--- config.mk ---
export PLATFORM = sky130hd
export DESIGN_NAME = pose_transform_2d
export DESIGN_NICKNAME = d
export VERILOG_FILES = /design/src/rtl/core/ptd_pkg.sv /design/src/rtl/core/ptd_div.sv /design/src/rtl/core/pose_transform_2d.sv
export SDC_FILE = /design/constraint.sdc
export NUM_CORES = 2
export LEC_CHECK = 0
export ABC_AREA = 0
export BUFFER_PORTS_ARGS = -buffer_cell sky130_fd_sc_hd__buf_2
export CORE_MARGIN = 2
export CORE_UTILIZATION = 55
export DETAILED_ROUTE_END_ITERATION = 6
export PLACE_DENSITY = 0.79
export SLEW_MARGIN = 15
export SYNTH_ARGS = -nofsm -noshare
export SYNTH_HDL_FRONTEND = slang
export SYNTH_SLANG_ARGS = --single-unit
--- constraint.sdc ---
create_clock -name clk_i -period 35.2 [get_ports clk_i]
set_clock_uncertainty 0.15 [all_clocks]
set_input_delay 1.76 -clock clk_i [delete_from_list [all_inputs] [get_ports clk_i]]
set_output_delay 1.76 -clock clk_i [all_outputs]
set_load 0.005 [all_outputs]
--- src/rtl/core/ptd_pkg.sv ---
`timescale 1ns / 1ps
package ptd_pkg;

  localparam int unsigned DivDw = 54;  // dividend width: 2*|num| + den
  localparam int unsigned DivVw = 26;  // divisor width: 2*den
  localparam int unsigned NumW  = 53;  // signed numerator width

  localparam logic [2:0] REG_SCALE_X      = 3'd0;
  localparam logic [2:0] REG_SCALE_Y      = 3'd1;
  localparam logic [2:0] REG_INIT_X       = 3'd2;
  localparam logic [2:0] REG_INIT_Y       = 3'd3;
  localparam logic [2:0] REG_INIT_HEADING = 3'd4;

  localparam logic signed [33:0] CordicGain = 34'sd652032874;

  typedef enum logic [3:0] {
    ST_IDLE, ST_CINIT, ST_CITER, ST_CFIN, ST_MMUL, ST_MACC, ST_OMUL, ST_OWR,
    ST_DNUM, ST_DM1, ST_DM2, ST_DSTART, ST_DWAIT, ST_DONE
  } state_e;

  function automatic logic [29:0] atan_fn(input logic [4:0] i);
    logic [29:0] r;
    begin
      case (i)
        5'd0:  r = 30'h20000000;  5'd1:  r = 30'h12E4051E;
        5'd2:  r = 30'h09FB385B;  5'd3:  r = 30'h051111D4;
        5'd4:  r = 30'h028B0D43;  5'd5:  r = 30'h0145D7E1;
        5'd6:  r = 30'h00A2F61E;  5'd7:  r = 30'h00517C55;
        5'd8:  r = 30'h0028BE53;  5'd9:  r = 30'h00145F2F;
        5'd10: r = 30'h000A2F98;  5'd11: r = 30'h000517CC;
        5'd12: r = 30'h00028BE6;  5'd13: r = 30'h000145F3;
        5'd14: r = 30'h0000A2FA;  5'd15: r = 30'h0000517D;
        5'd16: r = 30'h000028BE;  5'd17: r = 30'h0000145F;
        5'd18: r = 30'h00000A30;  5'd19: r = 30'h00000518;
        5'd20: r = 30'h0000028C;  5'd21: r = 30'h00000146;
        5'd22: r = 30'h000000A3;  5'd23: r = 30'h00000051;
        default: r = 30'h0;
      endcase
      return r;
    end
  endfunction

  function automatic logic [31:0] sat32(input logic signed [55:0] v);
    logic [31:0] r;
    begin
      if (v > 56'sh7FFF_FFFF) r = 32'h7FFF_FFFF;
      else if (v < -56'sh8000_0000) r = 32'h8000_0000;
      else r = v[31:0];
      return r;
    end
  endfunction

endpackage

--- src/rtl/core/ptd_div.sv ---
`timescale 1ns / 1ps
module ptd_div (
  input  logic                          clk_i,
  input  logic                          rst_ni,
  input  logic                          start_i,
  input  logic [ptd_pkg::DivDw-1:0]     num_i,
  input  logic [ptd_pkg::DivVw-1:0]     den_i,
  output logic [ptd_pkg::DivDw-1:0]     quo_o,
  output logic                          done_o
);
  localparam int unsigned Dw = ptd_pkg::DivDw;
  localparam int unsigned Vw = ptd_pkg::DivVw;

  logic [Dw-1:0] dvd_q, dvd_d;
  logic [Vw-1:0] rem_q, rem_d, den_q;
  logic [6:0]    cnt_q, cnt_d;
  logic          busy_q, busy_d;
  logic          done_q;
  logic [Vw:0]   rem_sh;
  logic          take_bit;

  always_comb begin
    rem_sh   = {rem_q, dvd_q[Dw-1]};
    take_bit = rem_sh >= {1'b0, den_q};
    dvd_d    = dvd_q;
    rem_d    = rem_q;
    cnt_d    = cnt_q;
    busy_d   = busy_q;
    if (start_i) begin
      dvd_d  = num_i;
      rem_d  = '0;
      cnt_d  = 7'(Dw);
      busy_d = 1'b1;
    end else if (busy_q) begin
      rem_d = take_bit ? Vw'(rem_sh - {1'b0, den_q}) : rem_sh[Vw-1:0];
      dvd_d = {dvd_q[Dw-2:0], take_bit};
      cnt_d = cnt_q - 7'd1;
      if (cnt_q == 7'd1) begin
        busy_d = 1'b0;
      end
    end
  end

  assign quo_o = dvd_q;

  always_ff @(posedge clk_i or negedge rst_ni) begin
    if (!rst_ni) begin
      busy_q <= 1'b0;
      cnt_q  <= '0;
      done_q <= 1'b0;
    end else begin
      busy_q <= busy_d;
      cnt_q  <= cnt_d;
      done_q <= busy_q && (cnt_q == 7'd1);
    end
  end

  always_ff @(posedge clk_i) begin
    dvd_q <= dvd_d;
    rem_q <= rem_d;
    if (start_i) begin
      den_q <= den_i;
    end
  end

  assign done_o = done_q;
endmodule

--- src/rtl/core/pose_transform_2d.sv ---
`timescale 1ns / 1ps
// Channel     Dir  Handshake               Payload
// s_axis      in   s_axis_tvalid/tready    forward, lateral, turn
// m_axis      out  m_axis_tvalid/tready    to_* and from_* matrices (12 x 32 bit)
// cfg         in   cfg_we_i                cfg_idx_i, cfg_wdata_i
//
// One transaction uses two CORDIC passes on one shift-add unit, one shared 33x19
// multiplier and a one-bit-per-cycle divider run six times. Reset loads the register
// reset values into the pose. The result sits in an output register, so the next input
// is taken while it waits; a new result waits only if the old one is not taken yet.
module pose_transform_2d #(
  parameter int unsigned CORDIC_STEPS = 16
) (
  input  logic         clk_i,
  input  logic         rst_ni,
  input  logic         s_axis_tvalid,
  output logic         s_axis_tready,
  input  logic [79:0]  s_axis_tdata,   // forward[31:0], lateral[63:32], turn[79:64]
  output logic         m_axis_tvalid,
  input  logic         m_axis_tready,
  // to_m00, to_m01, to_m10, to_m11, to_tx, to_ty,
  // from_m00, from_m10, from_m01, from_m11, from_tx, from_ty (32 bit each, low first)
  output logic [383:0] m_axis_tdata,
  input  logic         cfg_we_i,
  input  logic [2:0]   cfg_idx_i,
  input  logic [31:0]  cfg_wdata_i
);
  localparam int unsigned Steps = (CORDIC_STEPS > 24) ? 24 : CORDIC_STEPS;
  localparam int unsigned Nw    = ptd_pkg::NumW;
  localparam int unsigned Dw    = ptd_pkg::DivDw;

  ptd_pkg::state_e state_q, state_d;

  logic [15:0] scale_x_q, scale_y_q;
  logic [31:0] pos_x_q, pos_y_q;
  logic [15:0] heading_q;
  logic [31:0] fwd_q, lat_q;
  logic [15:0] turn_q;
  logic        phase_q, flip_q;
  logic [4:0]  cnt_q;
  logic [3:0]  idx_q;
  logic signed [33:0] x_q, y_q, z_q;
  logic signed [17:0] c_q, s_q;
  logic signed [51:0] prod_q, acc_q;
  logic signed [Nw-1:0] num_q;
  logic [31:0] res_q [12];
  logic [383:0] out_q;
  logic        mv_q;

  // shared multiplier
  logic signed [32:0] mul_a;
  logic signed [18:0] mul_b;
  logic signed [51:0] mul_p;

  always_comb begin
    mul_a = {fwd_q[31], fwd_q};
    mul_b = {c_q[17], c_q};
    case (state_q)
      ptd_pkg::ST_MMUL: begin
        mul_a = (idx_q < 4'd2) ? {fwd_q[31], fwd_q} : {lat_q[31], lat_q};
        mul_b = (idx_q == 4'd0 || idx_q == 4'd3) ? {c_q[17], c_q} : {s_q[17], s_q};
      end
      ptd_pkg::ST_OMUL: begin
        mul_a = (idx_q < 4'd2) ? {17'd0, scale_x_q} : {17'd0, scale_y_q};
        mul_b = (idx_q == 4'd0 || idx_q == 4'd3) ? {c_q[17], c_q} : {s_q[17], s_q};
      end
      ptd_pkg::ST_DNUM: begin
        mul_a = {pos_x_q[31], pos_x_q};
        mul_b = (idx_q == 4'd10) ? {c_q[17], c_q} : {s_q[17], s_q};
      end
      ptd_pkg::ST_DM1: begin
        mul_a = {pos_y_q[31], pos_y_q};
        mul_b = (idx_q == 4'd10) ? {s_q[17], s_q} : {c_q[17], c_q};
      end
      default: ;
    endcase
  end
  assign mul_p = mul_a * mul_b;

  // CORDIC step
  logic signed [33:0] xs, ys, at;
  logic [31:0] ang;
  logic        flip_w;
  logic signed [33:0] xf, yf;
  logic signed [33:0] cr, sr;
  assign xs     = x_q >>> cnt_q;
  assign ys     = y_q >>> cnt_q;
  assign at     = {4'd0, ptd_pkg::atan_fn(cnt_q)};
  assign ang    = {heading_q, 16'h0};
  assign flip_w = ang[31] ^ ang[30];
  assign xf     = flip_q ? -x_q : x_q;
  assign yf     = flip_q ? -y_q : y_q;
  assign cr     = (xf + 34'sd8192) >>> 14;
  assign sr     = (yf + 34'sd8192) >>> 14;

  // position update
  logic signed [35:0] rnd16;
  logic signed [55:0] pos_sum;
  logic signed [55:0] posx_ext, posy_ext;
  assign rnd16    = 36'((prod_q + 52'sd32768) >>> 16);
  assign posx_ext = {{24{pos_x_q[31]}}, pos_x_q};
  assign posy_ext = {{24{pos_y_q[31]}}, pos_y_q};
  always_comb begin
    case (idx_q)
      4'd0:    pos_sum = posx_ext + 56'(rnd16);
      4'd1:    pos_sum = posy_ext + 56'(rnd16);
      4'd2:    pos_sum = posx_ext - 56'(rnd16);
      default: pos_sum = posy_ext + 56'(rnd16);
    endcase
  end

  // scaled product: round half up by 2^8
  logic signed [51:0] pneg;
  logic signed [55:0] prnd;
  assign pneg = (idx_q == 4'd2) ? -prod_q : prod_q;
  assign prnd = 56'((pneg + 52'sd128) >>> 8);

  // division operands
  logic [24:0] den;
  logic [Nw-1:0] mag;
  logic [Dw-1:0] div_num;
  logic [Dw-1:0] div_quo;
  logic          div_start, div_done;
  logic signed [Nw-1:0] c_sh, s_sh, num_sel;
  logic [15:0] dx, dy;
  assign dx = (scale_x_q == 16'd0) ? 16'd1 : scale_x_q;
  assign dy = (scale_y_q == 16'd0) ? 16'd1 : scale_y_q;
  always_comb begin
    case (idx_q)
      4'd6, 4'd7: den = {9'd0, dx};
      4'd8, 4'd9: den = {9'd0, dy};
      4'd10:      den = {1'b0, dx, 8'd0};
      default:    den = {1'b0, dy, 8'd0};
    endcase
  end
  assign mag     = num_q[Nw-1] ? Nw'(-num_q) : num_q;
  assign div_num = {mag, 1'b0} + {29'd0, den};
  assign c_sh    = {{(Nw-26){c_q[17]}}, c_q, 8'd0};
  assign s_sh    = {{(Nw-26){s_q[17]}}, s_q, 8'd0};
  always_comb begin
    case (idx_q)
      4'd6:    num_sel = c_sh;
      4'd7:    num_sel = s_sh;
      4'd8:    num_sel = -s_sh;
      default: num_sel = c_sh;
    endcase
  end

  logic [31:0] div_res;
  always_comb begin
    if (num_q[Nw-1]) begin
      div_res = (div_quo > Dw'(33'h8000_0000)) ? 32'h8000_0000 : 32'(-div_quo[31:0]);
    end else begin
      div_res = (div_quo > Dw'(32'h7FFF_FFFF)) ? 32'h7FFF_FFFF : div_quo[31:0];
    end
  end

  ptd_div u_div (
    .clk_i   (clk_i),
    .rst_ni  (rst_ni),
    .start_i (div_start),
    .num_i   (div_num),
    .den_i   ({den, 1'b0}),
    .quo_o   (div_quo),
    .done_o  (div_done)
  );

  logic s_acc, m_acc, out_load;
  assign s_acc = s_axis_tvalid && s_axis_tready;
  assign m_acc = m_axis_tvalid && m_axis_tready;

  always_comb begin
    state_d       = state_q;
    s_axis_tready = 1'b0;
    div_start     = 1'b0;
    out_load      = 1'b0;
    case (state_q)
      ptd_pkg::ST_IDLE: begin
        s_axis_tready = 1'b1;
        if (s_axis_tvalid) state_d = ptd_pkg::ST_CINIT;
      end
      ptd_pkg::ST_CINIT: state_d = ptd_pkg::ST_CITER;
      ptd_pkg::ST_CITER: begin
        if (cnt_q == 5'(Steps - 1)) state_d = ptd_pkg::ST_CFIN;
      end
      ptd_pkg::ST_CFIN: state_d = phase_q ? ptd_pkg::ST_OMUL : ptd_pkg::ST_MMUL;
      ptd_pkg::ST_MMUL: state_d = ptd_pkg::ST_MACC;
      ptd_pkg::ST_MACC: state_d = (idx_q == 4'd3) ? ptd_pkg::ST_CINIT : ptd_pkg::ST_MMUL;
      ptd_pkg::ST_OMUL: state_d = ptd_pkg::ST_OWR;
      ptd_pkg::ST_OWR:  state_d = (idx_q == 4'd3) ? ptd_pkg::ST_DNUM : ptd_pkg::ST_OMUL;
      ptd_pkg::ST_DNUM: state_d = (idx_q < 4'd10) ? ptd_pkg::ST_DSTART : ptd_pkg::ST_DM1;
      ptd_pkg::ST_DM1:  state_d = ptd_pkg::ST_DM2;
      ptd_pkg::ST_DM2:  state_d = ptd_pkg::ST_DSTART;
      ptd_pkg::ST_DSTART: begin
        div_start = 1'b1;
        state_d   = ptd_pkg::ST_DWAIT;
      end
      ptd_pkg::ST_DWAIT: begin
        if (div_done) state_d = (idx_q == 4'd11) ? ptd_pkg::ST_DONE : ptd_pkg::ST_DNUM;
      end
      ptd_pkg::ST_DONE: begin
        if (!mv_q || m_axis_tready) begin
          out_load = 1'b1;
          state_d  = ptd_pkg::ST_IDLE;
        end
      end
      default: state_d = ptd_pkg::ST_IDLE;
    endcase
  end

  always_ff @(posedge clk_i or negedge rst_ni) begin
    if (!rst_ni) begin
      state_q   <= ptd_pkg::ST_IDLE;
      mv_q      <= 1'b0;
      scale_x_q <= 16'd256;
      scale_y_q <= 16'd256;
      pos_x_q   <= '0;
      pos_y_q   <= '0;
      heading_q <= '0;
      phase_q   <= 1'b0;
      cnt_q     <= '0;
      idx_q     <= '0;
    end else begin
      state_q <= state_d;
      if (out_load) mv_q <= 1'b1;
      else if (m_acc) mv_q <= 1'b0;
      if (cfg_we_i) begin
        case (cfg_idx_i)
          ptd_pkg::REG_SCALE_X:      scale_x_q <= cfg_wdata_i[15:0];
          ptd_pkg::REG_SCALE_Y:      scale_y_q <= cfg_wdata_i[15:0];
          ptd_pkg::REG_INIT_X:       pos_x_q   <= cfg_wdata_i;
          ptd_pkg::REG_INIT_Y:       pos_y_q   <= cfg_wdata_i;
          ptd_pkg::REG_INIT_HEADING: heading_q <= cfg_wdata_i[15:0];
          default: ;
        endcase
      end
      case (state_q)
        ptd_pkg::ST_IDLE: if (s_acc) phase_q <= 1'b0;
        ptd_pkg::ST_CINIT: cnt_q <= '0;
        ptd_pkg::ST_CITER: cnt_q <= cnt_q + 5'd1;
        ptd_pkg::ST_CFIN:  idx_q <= '0;
        ptd_pkg::ST_MACC: begin
          if (idx_q[0]) pos_y_q <= ptd_pkg::sat32(pos_sum);
          else          pos_x_q <= ptd_pkg::sat32(pos_sum);
          if (idx_q == 4'd3) begin
            heading_q <= heading_q + turn_q;
            phase_q   <= 1'b1;
          end else begin
            idx_q <= idx_q + 4'd1;
          end
        end
        ptd_pkg::ST_OWR: idx_q <= (idx_q == 4'd3) ? 4'd6 : idx_q + 4'd1;
        ptd_pkg::ST_DWAIT: if (div_done) idx_q <= idx_q + 4'd1;
        default: ;
      endcase
    end
  end

  always_ff @(posedge clk_i) begin
    case (state_q)
      ptd_pkg::ST_IDLE: begin
        if (s_acc) begin
          fwd_q  <= s_axis_tdata[31:0];
          lat_q  <= s_axis_tdata[63:32];
          turn_q <= s_axis_tdata[79:64];
        end
      end
      ptd_pkg::ST_CINIT: begin
        x_q    <= ptd_pkg::CordicGain;
        y_q    <= '0;
        z_q    <= {{2{ang[31] ^ flip_w}}, ang[31] ^ flip_w, ang[30:0]};
        flip_q <= flip_w;
      end
      ptd_pkg::ST_CITER: begin
        if (!z_q[33]) begin
          x_q <= x_q - ys;
          y_q <= y_q + xs;
          z_q <= z_q - at;
        end else begin
          x_q <= x_q + ys;
          y_q <= y_q - xs;
          z_q <= z_q + at;
        end
      end
      ptd_pkg::ST_CFIN: begin
        c_q <= cr[17:0];
        s_q <= sr[17:0];
      end
      ptd_pkg::ST_MMUL, ptd_pkg::ST_OMUL, ptd_pkg::ST_DNUM: begin
        prod_q <= mul_p;
        if (state_q == ptd_pkg::ST_DNUM && idx_q < 4'd10) num_q <= num_sel;
      end
      ptd_pkg::ST_OWR: res_q[idx_q] <= ptd_pkg::sat32(prnd);
      ptd_pkg::ST_DM1: begin
        acc_q  <= prod_q;
        prod_q <= mul_p;
      end
      ptd_pkg::ST_DM2: begin
        if (idx_q == 4'd10) num_q <= Nw'(-(acc_q + prod_q));
        else                num_q <= Nw'(acc_q - prod_q);
      end
      ptd_pkg::ST_DWAIT: if (div_done) res_q[idx_q] <= div_res;
      default: ;
    endcase
    if (out_load) begin
      out_q <= {res_q[11], res_q[10], res_q[9], res_q[8], res_q[7], res_q[6],
                pos_y_q, pos_x_q, res_q[3], res_q[2], res_q[1], res_q[0]};
    end
  end

  assign m_axis_tvalid = mv_q;
  assign m_axis_tdata  = out_q;
endmodule

Word-level counts from Yosys, hierarchy flattened
Memory sizes are Yosys's and may differ from the RTL's. A register that Yosys moved wholly into a read port is not among the register bits.
Cells that the tools add are included.
{ "word_totals": {"register_bits": 1001, "ramBits": 384, "mem_bits_ro": 960, "out_inout_bits": 386, "word_cells": 222, "memories": 2} }
{ "classes": {"add_sub_neg": 28, "multipliers": 1, "n_lt_le_gt_ge": 9, "n_eq_ne": 35, "n_shift": 2, "n_mux": 83, "bitwise": 3, "n_reduce_logical": 30} }
{ "mem_list": {"columns": ["memory", "words", "width", "read_ports", "rd_ports_with_merged_regs", "wr", "line", "rtl"], "rows": [
  ["(no name shown)", 32, 30, 1, 0, 0, "ptd_pkg.sv:24", "case (i)"],
  ["res_q", 12, 32, 10, 10, 1, "pose_transform_2d.sv:46", "logic [31:0] res_q [12];"]
]} }
{ "op_table": {"columns": ["operator", "n"], "rows": [
  ["$mux 32", 19],
  ["$pmux 53 s2", 2],
  ["$pmux 34 s2", 3],
  ["$mux 53", 3],
  ["$pmux 33 s4", 1],
  ["$mux 16", 7],
  ["$pmux 56 s2", 1],
  ["$mux 54", 2],
  ["$neg 53->53", 2],
  ["$mux 34", 3],
  ["$neg 32->32", 3],
  ["$add 32x36->37", 2],
  ["$pmux 24 s3", 1],
  ["$add 34x34->34", 2],
  ["$sshr 34x5->34", 2],
  ["$sub 34x34->34", 2],
  ["$add 32x15->32 const B", 2],
  ["$mux 19", 3],
  ["$pmux 19 s3", 1],
  ["$gt 56x32->1 const B", 1],
  ["$lt 56x32->1 const B", 1],
  ["$pmux 4 s14", 1],
  ["$add 54x25->54", 1],
  ["$gt 54x31->1 const B", 1],
  ["59 further kinds", 125]
]} }

Longest topological paths before layout
{ "depth": {"depth_word": 8, "ltp_mapped": 38, "depth_no_buf": 34} }

By module
Synthesis repeated with hierarchy kept, for this count alone.
{ "hier_totals": {"hier_cells": 9788, "area_unflattened_um2": 99845.8} }
{ "modules_own_cells": {"columns": ["module", "instances", "cells_per_inst", "area_each_um2", "seq_area_each_um2"], "rows": [
  ["pose_transform_2d", 1, 9242, 93751.2, 35611.7],
  ["ptd_div", 1, 546, 6094.6, 3148.0]
]} }

Worst setup path after synthesis
Ideal clock, no wire load.
{ "synth_timing": {"path_type": "input -> register", "startpoint": "input port m_axis_tready", "endpoint": "register out_q[0], in the netlist m_axis_tdata[0], read port of res_q (enable)", "setup_time_ns": 1.180, "arrival_ns": 18.649, "required_time_ns": 33.870, "path_slack_ns": 15.221, "cell_stages": 2, "path_buffers": 0, "path_cell_list": "nand2b_1 nor2b_1"} }
{ "synth_between": {"elab_chain_cells": 3} }
{ "synth_rtl": {"columns": ["element", "line", "rtl"], "rows": [
  ["start, declared", "pose_transform_2d.sv:20", "input logic m_axis_tready,"],
  ["$logic_or 1x1->1", "pose_transform_2d.sv:202", "if (!mv_q || m_axis_tready) begin"],
  ["$mux 1", "pose_transform_2d.sv:202", null],
  ["$mux 1", "pose_transform_2d.sv:177", "case (state_q)"],
  ["named net out_load", "pose_transform_2d.sv:168", "logic s_acc, m_acc, out_load;"],
  ["end, declared", "pose_transform_2d.sv:47", "logic [383:0] out_q;"]
]} }
The timed path passes the listed nets, and every way through them passes these cells.
A chain may end at the register's enable or synchronous reset.

Final worst setup path
{ "layout_timing": {"startpoint": "register idx_q[3]", "endpoint": "register prod_q[50] (data pin)"} }
{ "layout_between": {"elab_chain_cells": 5, "word_cells_on_any_way": 13, "cone_classes": "1 x mul; 1 x order compare; 2 x eq/ne; 7 x mux; 2 x reduce/logical"} }
{ "layout_rtl": {"columns": ["element", "line", "rtl"], "rows": [
  ["start, declared", "pose_transform_2d.sv:41", "logic [3:0] idx_q;"],
  ["start signal, assigned", "pose_transform_2d.sv:249", "idx_q <= idx_q + 4'd1;"],
  ["start signal, assigned", "pose_transform_2d.sv:252", "ptd_pkg::ST_OWR: idx_q <= (idx_q == 4'd3) ? 4'd6 : idx_q + 4'd1;"],
  ["start signal, assigned", "pose_transform_2d.sv:253", "ptd_pkg::ST_DWAIT: if (div_done) idx_q <= idx_q + 4'd1;"],
  ["branches (longest 4 deep; another with $lt 4x2->1)", null, null],
  ["$mul 33x19->52 (*)", "pose_transform_2d.sv:78", "assign mul_p = mul_a * mul_b;"],
  ["named net mul_p[50]", "pose_transform_2d.sv:53", "logic signed [51:0] mul_p;"],
  ["end signal, assigned", "pose_transform_2d.sv:290", "prod_q <= mul_p;"],
  ["end signal, assigned", "pose_transform_2d.sv:296", "prod_q <= mul_p;"],
  ["end, declared", "pose_transform_2d.sv:44", "logic signed [51:0] prod_q, acc_q;"]
]} }
Mark *: on every way through the listed nets, which the timed path passes.

==> flow_metrics.py <==
metrics = {
    "run_status": {
        "status": "complete, but fails checks",
        "violations": "DRC",
    },
    "finish": {
        "drive_gt1_share_pct": 12.0,
        "nNetsFinal": 11429,
        "syn2layout_area_growth_pct": 10.3,
        "multiInputGateArea_um2": 56300,
        "final_cell_count_no_fill": 12650,
        "regArea_um2": 38700,
        "fin_util_pct": 60.9,
        "nFillCells": 14711,
        "stdcell_area_um2": 110000,
    },
    "clock_tree": {
        "cts_hold_buffers": 0,
        "clock_sinks": 1320,
        "clockBufferDepth": 3,
        "post_cts_resized": 0,
        "cts_buffers": 144,
        "clock_latency_ns": 0.85,
        "htree_levels": 4,
        "cts_setup_buffers": 0,
        "path_clk_slew_ns": 0.06,
        "cts-root-buf": "clkbuf_16",
        "cts_tree": "built",
    },
    "floorplanning": {
        "initial_core_util_pct": 55.2,
        "rows": 156,
        "die_h_um": 430,
        "fp.dieW_um": 430,
        "die-area_um2": 185000,
        "pin_count": 506,
        "core_area_um2": 181000,
    },
    "place": {
        "io_buffers": 505,
        "dp_cells": 12374,
        "dpl_cell_area_um2": 105000,
        "dp_hpwl_um": 259000,
        "gp_congestion": 1.05,
    },
    "power_and_ir_drop": {
        "internal-power_mw": 2.73,
        "vdd_drop_max_v": 0.0000449,
        "netSwitchingPower_mw": 0.961,
        "p_leak_nw": 44.7,
        "fin_total_pwr_mw": 3.70,
        "seqPwrFrac_pct": 48.1,
        "p_clk_share_pct": 42.4,
        "combPwrFrac_pct": 9.4,
        "p_per_area_nw_per_um2": 33.6,
        "swShare_pct": 26.0,
    },
    "detailed_routing": {
        "wl_met1_um": 131000,
        "first_pass_iters": 7,
        "dr_total_vias": 79593,
        "wl_per_cell_um": 26.9,
        "dr.max_layer_used": "met5",
        "drt_wl_total_um": 341000,
        "remaining_drc_errors": 12,
        "route.met2.wl_um": 153000,
        "ant_nets": 0,
        "drtIter0Drc": 8719,
        "wl_met3_um": 30500,
        "viasPerCell": 6.29,
    },
    "synth": {
        "ys_types": 97,
        "synth_edf_count": 1158,
        "netlist_area_um2": 99700,
        "async_flop_share_pct": 10.3,
        "synth_flop_cell": "edfxtp_1",
        "ys_seq_elements": 1320,
        "synth_cells": 9783,
        "synth_fp_nets": 11062,
        "syn_area_per_cell_um2": 10.2,
        "ys_warn_count": 0,
        "ys_seq_area_share_pct": 38.8,
    },
    "sta": {
        "hold_violations": 0,
        "period_share_pct": 33.1,
        "finalSetupViolCount": 0,
        "slew_viol_final": 0,
        "rsz0062_at_grt": "no",
        "layout_min_cycle_time_ns": 11.65,
        "setup_tns_ns": 0,
        "relSlewSlack_pct": 14.1,
        "tightest_slew_ns": 1.29,
        "fmax_ghz": 0.0859,
    },
    "global_routing": {
        "antenna_found_initial": 16,
        "gr-total-overflow": 0,
        "grt_max_degree": 100,
        "grt.total_usage_pct": 36.4,
        "grt_pass1_wl_um": 501000,
        "grt_pass1_vias": 77543,
    },
    "critical_path": {
        "worst-path-max-fanout": 53,
        "end_kind": "flip-flop",
        "crit_type": "reg2reg",
        "crit_arrival_ns": 12.05,
        "regToRegSetupSlack_ns": 23.55,
        "slowest_delay_ns": 0.67,
        "cp-endpoint": "prod_q[50]",
        "timing.rr.start": "idx_q[3]",
        "start_kind": "flip-flop",
        "slowest_stage": "a22o_1",
        "r2r-end": "prod_q[50]",
        "worstRegToRegCells": 30,
        "crit_top_cell": "fa_1",
        "startpoint": "idx_q[3]",
        "critPathRequiredTime_ns": 35.61,
    },
    "job": {
        "maxCapViolations": 0,
    },
    "hold_path": {
        "min_path_type": "reg2reg",
    },
}
-- metal layers --
| layer | vias to the layer above | track usage (%) |
|---|---|---|
| met2 | 4322 | 57.2 |
| met4 | 8 | 23.6 |
| met5 | - | 0 |
| li1 | 35292 | - |
| met1 | 39022 | 46.3 |
| met3 | 949 | 6.97 |
-- placed cells by master, fill, tap and decap left out, types with 65 or more instances in the layout --
master     synthesis  routed
ha_1             554     554
inv_1            904     900
nor4_1            78      74
or3_1             84      83
o21ai_0          507     503
xnor2_1          485     485
nand2b_1          89      88
xor2_1           232     232
clkbuf_16          0     145
nand2_1         1039    1038
a21oi_1          616     612
buf_2             10     504
edfxtp_1        1158    1158
nand3_1          113     112
mux2i_1           88      88
mux4_2            81      81
a31oi_1           75      74
buf_4              5     146
nor3_1           169     161
dfrtp_1          134     129
and3_1            73      65
nor2b_1          105     104
nor2_1           788     780
mux2_2           110     110
a21o_1           155     155
nand4_1           73      73
fa_1             605     605
and2_1            75      74
a211oi_1         147     126
-- sequential cells by signal, summed over array words and instances (netlist names), 34 cells and up --
signal,flops
acc_q,52
m_axis_tdata,384
num_q,53
prod_q,52
res_q,320
u_div.quo_o,54
x_q,34
y_q,34
z_q,34
-- cell type report --
| cell class | count | area share [%] |
|---|---|---|
| Multi-Input combinational cell | 7119 | 51.2 |
| Antenna cell | 9 | 0.0205 |
| Timing Repair Buffer | 651 | 3.30 |
| Inverter | 914 | 3.12 |
| Sequential cell | 1320 | 35.2 |
| Clock inverter | 97 | 1.04 |
| Clock buffer | 170 | 3.41 |
| Tap cell | 2370 | 2.70 |
-- power by group through the flow --
stage / logic [mW] / clock network, mW / registers [mW]
3_5_place_dp: 0.339 / 0 / 1.81
5_1_grt: 0.377 / 1.65 / 1.78
3_3_place_gp: 0.334 / 0 / 1.81
6_report: 0.348 / 1.57 / 1.78
4_1_cts: 0.341 / 1.59 / 1.78
2_1_floorplan: 0.231 / 0 / 1.77
-- cell usage after synthesis (24+ instances only) --
library cell,n,area (µm²)
or2_2,28,175
o31ai_1,55,413
dfrtp_1,134,3350
or4_1,25,188
nor3_1,169,846
o21a_1,61,458
inv_1,904,3390
a22oi_1,24,180
a21o_1,155,1160
or3_1,84,526
nand4_1,73,457
nand2b_1,89,557
o211ai_1,36,270
mux4_2,81,1820
and2_1,75,469
a221oi_1,37,324
o21ai_0,507,2540
mux2i_1,88,881
xor2_1,232,2030
fa_1,605,12100
mux2_2,110,1240
xnor2_1,485,4250
ha_1,554,6930
dfxtp_1,26,521
a211oi_1,147,1100
and3_1,73,457
buf_1,51,191
a222oi_1,27,270
nor2b_1,105,657
a31oi_1,75,469
clkbuf_1,363,1360
o21bai_1,53,398
nand3_1,113,566
a21oi_1,616,3080
nand2_1,1039,3900
nor4_1,78,488
edfxtp_1,1158,34800
o41ai_1,36,315
o22ai_1,25,156
nor3b_1,44,330
nor2_1,788,2960
-- metrics by stage --
stage / worst slack, ns / hold slack, ns
after detailed placement: 23.89 / 0.255
after global routing: 23.09 / 0.250
final: 23.55 / 0.250
after global placement: 24.06 / 0.250
after CTS: 23.81 / 0.248
after floorplan: 15.22 / 0.250
-- critical path, delay by kind of cell (launching register included) --
family / cells / cell delay, ns
flops: 1 / 0.51
buf+inv: 2 / 1.06
simple gates: 7 / 1.74
compound gates: 12 / 3.81
xor+xnor: 1 / 0.23
fa+ha+maj: 8 / 3.86
-- worst min path at each step --
stage / start / end / slack [ns] / cells past startpoint
after floorplan: res_q[0][0] / m_axis_tdata[0] / 0.25 / 0
after global placement: res_q[8][23] / m_axis_tdata[279] / 0.25 / 0
after detailed placement: res_q[3][6] / m_axis_tdata[102] / 0.25 / 0
after CTS: res_q[10][23] / m_axis_tdata[343] / 0.25 / 0
after global routing: res_q[10][23] / m_axis_tdata[343] / 0.25 / 0
final: res_q[10][23] / m_axis_tdata[343] / 0.25 / 0
-- logic make-up (layout without fill, tap and decap cells) --
group | count (synthesis) | in the layout | share of synthesized area, %
AND/OR/NAND/NOR | 2868 | 2868 | 13.4
AO/OA/AOI/OAI | 2096 | 2096 | 13.4
buffers and inverters | 1344 | 1832 | 5.10
other | 0 | 9 | 0
adder cells (fa/ha/maj) | 1159 | 1159 | 19.1
flip-flops | 1320 | 1320 | 38.8
multiplexers | 279 | 279 | 3.95
XOR/XNOR | 717 | 717 | 6.30
Power figures use the tool's default switching activity.
